[config.mk]
export PLATFORM = sky130hd
export DESIGN_NAME = cwtg_front
export DESIGN_NICKNAME = d
export VERILOG_FILES = /design/src/rtl/cwtg_pkg.sv /design/src/rtl/cwtg_front.sv
export SDC_FILE = /design/constraint.sdc
export NUM_CORES = 1
export LEC_CHECK = 0
export BUFFER_PORTS_ARGS = -buffer_cell sky130_fd_sc_hd__buf_2
export CAP_MARGIN = 15
export CORE_MARGIN = 2
export CORE_UTILIZATION = 56
export DETAILED_ROUTE_END_ITERATION = 10
export MAX_ROUTING_LAYER = met4
export PLACE_DENSITY = 0.83
export RECOVER_POWER = 100
export SYNTH_ARGS = -nofsm -noshare
export SYNTH_HDL_FRONTEND = slang
export SYNTH_SLANG_ARGS = --single-unit
[constraint.sdc]
create_clock -name clk -period 9.95 [get_ports clk]
set_input_delay 0.4975 -clock clk [delete_from_list [all_inputs] [get_ports clk]]
set_output_delay 0.4975 -clock clk [all_outputs]
set_load 0.02 [all_outputs]
[src/rtl/cwtg_pkg.sv]
// Shared constants, types and helpers for the caption window text grid.
`default_nettype none
package cwtg_pkg;
	localparam int MAX_ROWS = 16;
	localparam int MAX_COLUMNS = 64;
	localparam int ATTR_BITS = 40;
	localparam int CELLS = MAX_ROWS * MAX_COLUMNS;
	localparam int ADDR_W = $clog2(CELLS);
	localparam int CHAR_W = 16;
	localparam int CELL_W = CHAR_W + ATTR_BITS;
	localparam int ATTR_W = 40;
	localparam int ROW_W = 4;
	localparam int COL_W = 6;
	localparam int PEN_ROW_W = 5;
	localparam int PEN_COL_W = 6;
	localparam int RIX_W = $clog2(MAX_ROWS);
	localparam int CIX_W = $clog2(MAX_COLUMNS);
	localparam int CFG_ROWS_W = 5;
	localparam int CFG_COLS_W = 7;
	localparam int PADDR_W = 5;
	localparam int PDATA_W = 32;

	localparam logic [CHAR_W-1:0] CH_CR = 16'h000D;
	localparam logic [CHAR_W-1:0] CH_BS = 16'h0008;
	localparam logic [CHAR_W-1:0] CH_SPACE = 16'h0020;

	localparam logic [1:0] DIR_LR = 2'd0;
	localparam logic [1:0] DIR_RL = 2'd1;
	localparam logic [1:0] DIR_TB = 2'd2;
	localparam logic [1:0] DIR_BT = 2'd3;

	typedef enum logic [1:0] {
		OP_PUT   = 2'd0,
		OP_PEN   = 2'd1,
		OP_CLEAR = 2'd2,
		OP_READ  = 2'd3
	} op_t;

	typedef enum logic [2:0] {
		REG_ENABLE    = 3'd0,
		REG_ROWS      = 3'd1,
		REG_COLS      = 3'd2,
		REG_PRINT_DIR = 3'd3,
		REG_SCROLL_DIR = 3'd4,
		REG_LOCK_ROWS = 3'd5,
		REG_LOCK_COLS = 3'd6
	} reg_t;

	typedef enum logic [2:0] {
		K_PUT,
		K_CR,
		K_BS,
		K_PEN,
		K_CLEAR,
		K_READ
	} kind_t;

	typedef enum logic [2:0] {
		ST_INIT,
		ST_IDLE,
		ST_SCROLL,
		ST_DRAIN,
		ST_BLANK,
		ST_CLEAR,
		ST_FIN
	} state_t;

	typedef struct packed {
		kind_t                kind;
		logic [CHAR_W-1:0]    ch;
		logic [ATTR_BITS-1:0] attr;
		logic [ROW_W-1:0]     trow;
		logic [COL_W-1:0]     tcol;
	} cmd_t;

	typedef struct packed {
		logic                  enabled;
		logic [CFG_ROWS_W-1:0] rows;
		logic [CFG_COLS_W-1:0] cols;
		logic [1:0]            pdir;
		logic [1:0]            sdir;
		logic                  lock_rows;
		logic                  lock_cols;
	} cfg_t;

	function automatic logic [ADDR_W-1:0] cell_addr(input logic [RIX_W-1:0] row,
			input logic [CIX_W-1:0] col);
		cell_addr = ADDR_W'(int'(row) * MAX_COLUMNS + int'(col));
	endfunction
endpackage
`default_nettype wire

[src/rtl/cwtg_front.sv]
// Input acceptance, opcode classification and two-entry command queue.
`default_nettype none
module cwtg_front import cwtg_pkg::*; (
	input  wire logic                 clk,
	input  wire logic                 arst_n,
	input  wire logic                 in_valid,
	output logic                      in_stall,
	input  wire logic [1:0]           opcode,
	input  wire logic [CHAR_W-1:0]    char_code,
	input  wire logic [ATTR_W-1:0]    pen_attribute,
	input  wire logic [ROW_W-1:0]     target_row,
	input  wire logic [COL_W-1:0]     target_column,
	input  wire logic                 hold,
	output logic                      q_valid,
	output cmd_t                      q_cmd,
	input  wire logic                 q_pop
);
	cmd_t       ent_q [2];
	logic       wp_q, rp_q;
	logic [1:0] cnt_q;
	cmd_t       cmd;
	logic       acc;

	always_comb begin
		cmd.ch = char_code;
		cmd.attr = ATTR_BITS'(pen_attribute);
		cmd.trow = target_row;
		cmd.tcol = target_column;
		case (op_t'(opcode))
			OP_PUT: begin
				if (char_code == CH_CR) begin
					cmd.kind = K_CR;
				end else if (char_code == CH_BS) begin
					cmd.kind = K_BS;
				end else begin
					cmd.kind = K_PUT;
				end
			end
			OP_PEN: cmd.kind = K_PEN;
			OP_CLEAR: cmd.kind = K_CLEAR;
			default: cmd.kind = K_READ;
		endcase
	end

	assign in_stall = (cnt_q == 2'd2) || hold;
	assign acc = in_valid && !in_stall;
	assign q_valid = (cnt_q != 2'd0);
	assign q_cmd = ent_q[rp_q];

	always_ff @(posedge clk) begin
		if (acc) begin
			ent_q[wp_q] <= cmd;
		end
	end

	always_ff @(posedge clk or negedge arst_n) begin
		if (!arst_n) begin
			wp_q <= 1'b0;
			rp_q <= 1'b0;
			cnt_q <= 2'd0;
		end else begin
			if (acc) begin
				wp_q <= !wp_q;
			end
			if (q_pop) begin
				rp_q <= !rp_q;
			end
			cnt_q <= cnt_q + {1'b0, acc} - {1'b0, q_pop};
		end
	end
endmodule
`default_nettype wire

==> results.cfg, run 1 <==
[outcome]
status = finished, violations left
violations = max-capacitance violations, max-slew violations

[clock_tree]
cts_buffers = 17
cts.sinks = 142
clockBufferDepth = 2
h-tree-depth = 4
cts_tree = built
root_buffer = clkbuf_8
clk_pin_slew_ns = 0.07
worstSkewPairLatency_ns = 0.50

[setup_path]
crit_start = cnt_q[1]
critical_path_arrival_ns = 4.19
r2r_start = cnt_q[1]
crit_fanout = 69
critical_path_class = flop to flop
critPathLaunchType = flop
critPathCaptureType = flop
worstPathRequired_ns = 9.96

[die]
initial_core_util_pct = 57.5
core_area_um2 = 9200
rows = 35
die_x_um = 101
ios = 144
dieHeight_um = 101
dieArea_um2 = 10200

[synthesis]
postSynthCellCount = 244
yosys.area.top_type = edfxtp_1
synth_area_leaders = edfxtp_1 (78%), mux2_2 (15%), dfrtp_1 (1.9%)
yosys.area.top_type_share_pct = 78.4
yosys_most_used_dff = edfxtp_1
ys_seq_elements = 142
ys_seq_area_share_pct = 80.2
yosysMostFrequentCell = edfxtp_1
netlist_top_cells_count = edfxtp_1 (138), mux2_2 (69), buf_6 (7), dfrtp_1 (4), inv_1 (4)
syn_avg_cell_area_um2 = 21.7
synth_area_um2 = 5290
yosysUniqueCellTypes = 21
async_flop_share_pct = 2.82
syn_nets = 319
ys_warn_count = 0
synth_edf_count = 138

[grt]
grt-ovfl-total = 0
grt.total_usage_pct = 18.4
grt_max_degree = 71
grt_pass1_vias = 2795
grt_pass1_wl_mm = 13.5
antenna_found_initial = 0

[layout]
fillers = 650
seq_area_um2 = 4240
final_layout_size_suffix_gt1_share_pct = 32.2
final_nets = 475
syn_to_final_growth_pct = 23.0
postLayoutCoreUtil_pct = 70.7
diodes = 0
multi_input_area_um2 = 937

[sta]
fmax_ghz = 0.239
drv_slew = 211
tightest_slew_ns = 3.91
period_share_pct = 42.0
report.final.setup_viol = 0
min_period_ns = 4.18
worst_hold_slack_ns = 0.182
finalHoldViolCount = 0
clock_skew_ns = 0.0105
max_slew_margin_pct = -160
tns_ns = 0
rsz0062_at_grt = no

[min_path]
min_from = pen_attribute[24]
hold_path_class = input port to flop

[routing]
drt_iter0_markers = 159
wirelength_mm = 9.14
drcViolationCount = 0
first_pass_iters = 4
num_vias = 2726
viasPerCell = 5.20
postRouteAntennaNets = 0
wire_per_inst_um = 17.4

[run]
maxCapViolCount = 3

[power_and_ir_drop]
power_mw = 1.89
leakage_nw = 2.19
clkPwrFrac_pct = 32.1
p_comb_share_pct = 24.0
power_density_nw_per_um2 = 290
peakVddDrop_uv = 136
seqPwrFrac_pct = 44.0
internal-power_mw = 1.31
p_switching_mw = 0.579
swShare_pct = 30.7

[placed_design]
hpwlAfterDp_mm = 5.65
place_congestion = 0.704
numPortBuffers = 143
cell usage in the layout (no fill, tap or decap), drive strengths merged, types with 2 or more instances in the layout:
master / Yosys / final
nor2: 2 / 2
clkbuf: 0 / 130
edfxtp: 138 / 138
mux2: 69 / 69
nor4: 2 / 2
xnor2: 3 / 3
dfrtp: 4 / 4
bufinv: 0 / 2
ha: 2 / 2
clkinvlp: 0 / 2
inv: 4 / 10
buf: 9 / 33
clkinv: 0 / 4
final timing paths:
check / to / cells past startpoint / slack (ns)
min reg2reg: cnt_q[1] / 1 / 0.52
max: ent_q[0][1] / 4 / 5.77
max reg2reg: ent_q[0][1] / 4 / 5.77
min: ent_q[0][34] / 1 / 0.18
max in group asynchronous: wp_q / 2 / 9.37
min in group asynchronous: cnt_q[1] / 2 / 0.37
per-stage QoR:
stage	instances	cell area, µm²	worst slack (ns)
after floorplan	244	5290	5.87
after global placement	491	6090	7.78
after CTS	524	6670	7.23
final	524	6500	5.77
after global routing	524	6500	5.40
after detailed placement	491	6090	7.78
logic make-up (layout without fill, tap and decap cells):
group                      count (synthesis)  after routing  synth area share [%]
AOI/OAI and AO/OA                          4              4                 0.781
adders and majority gates                  2              2                 0.473
muxes                                     69             69                  14.7
and+or+nand+nor                           10             10                  1.18
DFF                                      142            142                  80.2
xor gates and xnor gates                   4              4                 0.663
buffers and inverters                     13            182                  1.96
cell type report:
class                      count  share of cell area (%)
sequential                   142                    65.2
multi-input combinational     89                    14.4
timing repair buffer         146                    9.16
clock buffer                  18                    6.42
clock inverter                14                    2.40
tap                          111                    2.14
inverter                       4                   0.231
worst max-delay path, cell delays in order (launching register included):
cell	delay [ns]
dfrtp_1	0.41
inv_1	0.08
o211ai_1	0.27
nor2_4	0.15
clkbuf_1	2.76
state kept, by name, summed over array words and instances, names as in the netlist:
signal,cells
ent_q,138
cnt_q,2
rp_q,1
wp_q,1
layer usage:
metal | global-route usage, % | part of all wire [%] | vias up | routed length (µm)
met5 | - | 0 | - | 0
li1 | - | - | 1285 | -
met2 | 30.6 | 53 | 92 | 4840
met3 | 5.24 | 5.6 | 10 | 508
met1 | 21.5 | 40 | 1339 | 3700
met4 | 6.65 | 1.1 | 0 | 99
power by group through the flow:
stage                     combinational [mW]  sequential, mW  clock (mW)
after global routing                   0.483           0.844       0.639
after floorplan                        0.397           0.779           0
after CTS                              0.472           0.826       0.616
final                                  0.452           0.830       0.605
after detailed placement               0.470           0.837           0
after global placement                 0.465           0.834           0
timing repair:
action,4_1_cts,5_1_grt
hold endpoints to repair,4,0
gates resized for setup,0,0
buffers inserted,0,0
hold buffers,1,0
Power figures use the tool's default switching activity.
==> inputs of run 2 (changes only) <==
--- a/config.mk
+++ b/config.mk
@@ -8,10 +8,10 @@
 export BUFFER_PORTS_ARGS = -buffer_cell sky130_fd_sc_hd__buf_2
 export CAP_MARGIN = 15
 export CORE_MARGIN = 2
-export CORE_UTILIZATION = 56
+export CORE_UTILIZATION = 52
 export DETAILED_ROUTE_END_ITERATION = 10
 export MAX_ROUTING_LAYER = met4
-export PLACE_DENSITY = 0.83
+export PLACE_DENSITY = 0.78
 export RECOVER_POWER = 100
 export SYNTH_ARGS = -nofsm -noshare
 export SYNTH_HDL_FRONTEND = slang
==> constraint.sdc (replaced) <==
create_clock -name clk -period 4.21 [get_ports clk]
set_input_delay 0.2105 -clock clk [delete_from_list [all_inputs] [get_ports clk]]
set_output_delay 0.2105 -clock clk [all_outputs]
set_load 0.02 [all_outputs]
==> run 2 against run 1 <==
  * The run still ends with max-capacitance violations, max-slew violations left
  * Global-route usage grew 2.4 points
  * Critical path depth shrank 1
  * Worst hold slack got worse by 0.14 ns
  * Flip-flop and latch count unchanged
  * Die area increased by 7.4%
  * Sequential share of layout area fell by 6.5 points
  * Setup slack got worse by 4.7 ns
  * Combinational power grew to 2.6 times the previous value
  * Largest cell class unchanged
  * Highest routed layer unchanged
==> results.cfg, run 2 (synthesis gave the netlist of run 1 again) <==
[outcome]
status = finished, violations left
violations = max-capacitance violations, max-slew violations

[routing]
drcViolationCount = 0
num_vias = 3049
wire_per_inst_um = 16.9
wirelength_mm = 10.4
postRouteAntennaNets = 0
viasPerCell = 4.97
drt_iter0_markers = 107
first_pass_iters = 4

[power_and_ir_drop]
swShare_pct = 29.7
peakVddDrop_uv = 334
p_switching_mw = 1.34
leakage_nw = 2.45
power_density_nw_per_um2 = 626
clkPwrFrac_pct = 32.6
internal-power_mw = 3.18
seqPwrFrac_pct = 41.5
p_comb_share_pct = 25.8

[setup_path]
critical_path_class = flop to output pin
cp_top_family = flip-flops
critPathLaunchType = flop
path_buf_inv = 2
worstPathRequired_ns = 4.00
critical_path_arrival_ns = 2.94
critPathCaptureType = output pin
critPathSlowestCell = dfrtp_1
worstPathCellList = buf_4, mux2_2, clkbuf_1
crit_fanout = 40
cp_slowest_stage_delay_ns = 1.20

[sta]
report.final.setup_viol = 0
period_share_pct = 74.9
rsz0062_at_grt = no
max_slew_margin_pct = -22.0
drv_slew = 140
fin_ws_ns = 1.06
tightest_slew_ns = 1.83
finalHoldViolCount = 0
tns_ns = 0
fmax_ghz = 0.317
min_period_ns = 3.15
clock_skew_ns = 0.0105

[die]
die_x_um = 105
core_area_um2 = 9820
initial_core_util_pct = 53.9
dieHeight_um = 105
ios = 144
rows = 36
dieArea_um2 = 11000

[grt]
grt_pass1_wl_mm = 16.6
grt.total_usage_pct = 20.8
grt_pass1_vias = 3323
antenna_found_initial = 0
grt_max_degree = 70
grt-ovfl-total = 0

[clock_tree]
cts_resized = 0
worstSkewPairLatency_ns = 0.51
cts_tree = built
h-tree-depth = 4
clk_pin_slew_ns = 0.06
postCtsSetupRepairBufs = 0
cts.sinks = 142
root_buffer = clkbuf_8
cts_buffers = 17
clockBufferDepth = 2

[run]
maxCapViolCount = 2

[placed_design]
numPortBuffers = 143
place_congestion = 0.768
hpwlAfterDp_mm = 5.84
dp_slack_ns = 1.99

[layout]
top_regs = ent_q: 138 flops, cnt_q: 2 flops
final_layout_size_suffix_gt1_share_pct = 24.7
top_register = ent_q
mostFrequentLayoutCells = edfxtp_1 (138), clkbuf_1 (124), dlygate4sd3_1 (69)
diodes = 0
syn_to_final_growth_pct = 36.7
final_nets = 544
final_common_cell = edfxtp_1
largest_reg_flops = 138

[min_path]
hold_path_class = input port to flop
==> run 2: cell count changes in the layout (fill, tap and decap cells not counted), sizes merged <==
cell	delta
dlygate4sd3	+68
clkbuf	+14
buf	-13
inv	-6
bufinv	+2
clkinv	+2
clkinvlp	+1
==> run 2: metal layers <==
layer	part of all wire, %	routed length [µm]	global-route usage (%)
met1	39	4010	22.4
met2	55	5680	35.8
met3	5.0	518	6.61
met4	1.9	199	7.81
met5	0	0	-
==> run 2: final timing paths <==
kind | startpoint | endpoint | slack, ns | cells past startpoint
max | rp_q | q_cmd[68] | 1.06 | 3
min | opcode[0] | ent_q[0][66] | 0.04 | 2
max reg2reg | cnt_q[1] | ent_q[0][38] | 1.48 | 4
min reg2reg | cnt_q[1] | cnt_q[1] | 0.50 | 1
max in group asynchronous | arst_n | cnt_q[1] | 3.91 | 2
min in group asynchronous | arst_n | wp_q | 0.09 | 2
==> run 2: layout make-up <==
class	count	area, µm²
clock inverters	13	173
flip-flops and latches	142	4240
repair buffers	215	1270
clock buffers	18	418
well taps	133	166
fillers	669	2590
multi-input cells	89	943
inverters	4	15.0
==> run 2: metrics by stage <==
| step | util (%) | power (mW) | std cells | instance area [µm²] | hold slack, ns |
|---|---|---|---|---|---|
| floorplan | - | 2.78 | 244 | 5290 | -0.0851 |
| global placement | 62.3 | 3.07 | 514 | 6120 | 0.0212 |
| detailed placement | 62.3 | 3.10 | 514 | 6120 | 0.0242 |
| CTS | 75.4 | 4.63 | 614 | 7400 | 0.00212 |
| global route | 73.6 | 4.73 | 614 | 7230 | 0.0264 |
| finish | 73.6 | 4.53 | 614 | 7230 | 0.0403 |
==> run 2: worst register-to-register path, stage by stage (launching register included) <==
cell,delay [ns]
dfrtp_1,0.40
inv_1,0.09
o211ai_1,0.28
nor2_4,0.16
clkbuf_2,1.30
==> run 2: what timing repair did <==
item / CTS / global route
endpoints found under the setup margin: 0 / 0
hold buffers: 69 / 0
endpoints found under the hold margin: 139 / 0
==> run 2: power groups by stage <==
stage / sequential, mW / combinational (mW) / clock (mW)
after detailed placement: 1.90 / 1.19 / 0
after CTS: 1.88 / 1.25 / 1.51
after floorplan: 1.84 / 0.938 / 0
final: 1.88 / 1.17 / 1.48
after global routing: 1.91 / 1.25 / 1.57
after global placement: 1.89 / 1.18 / 0
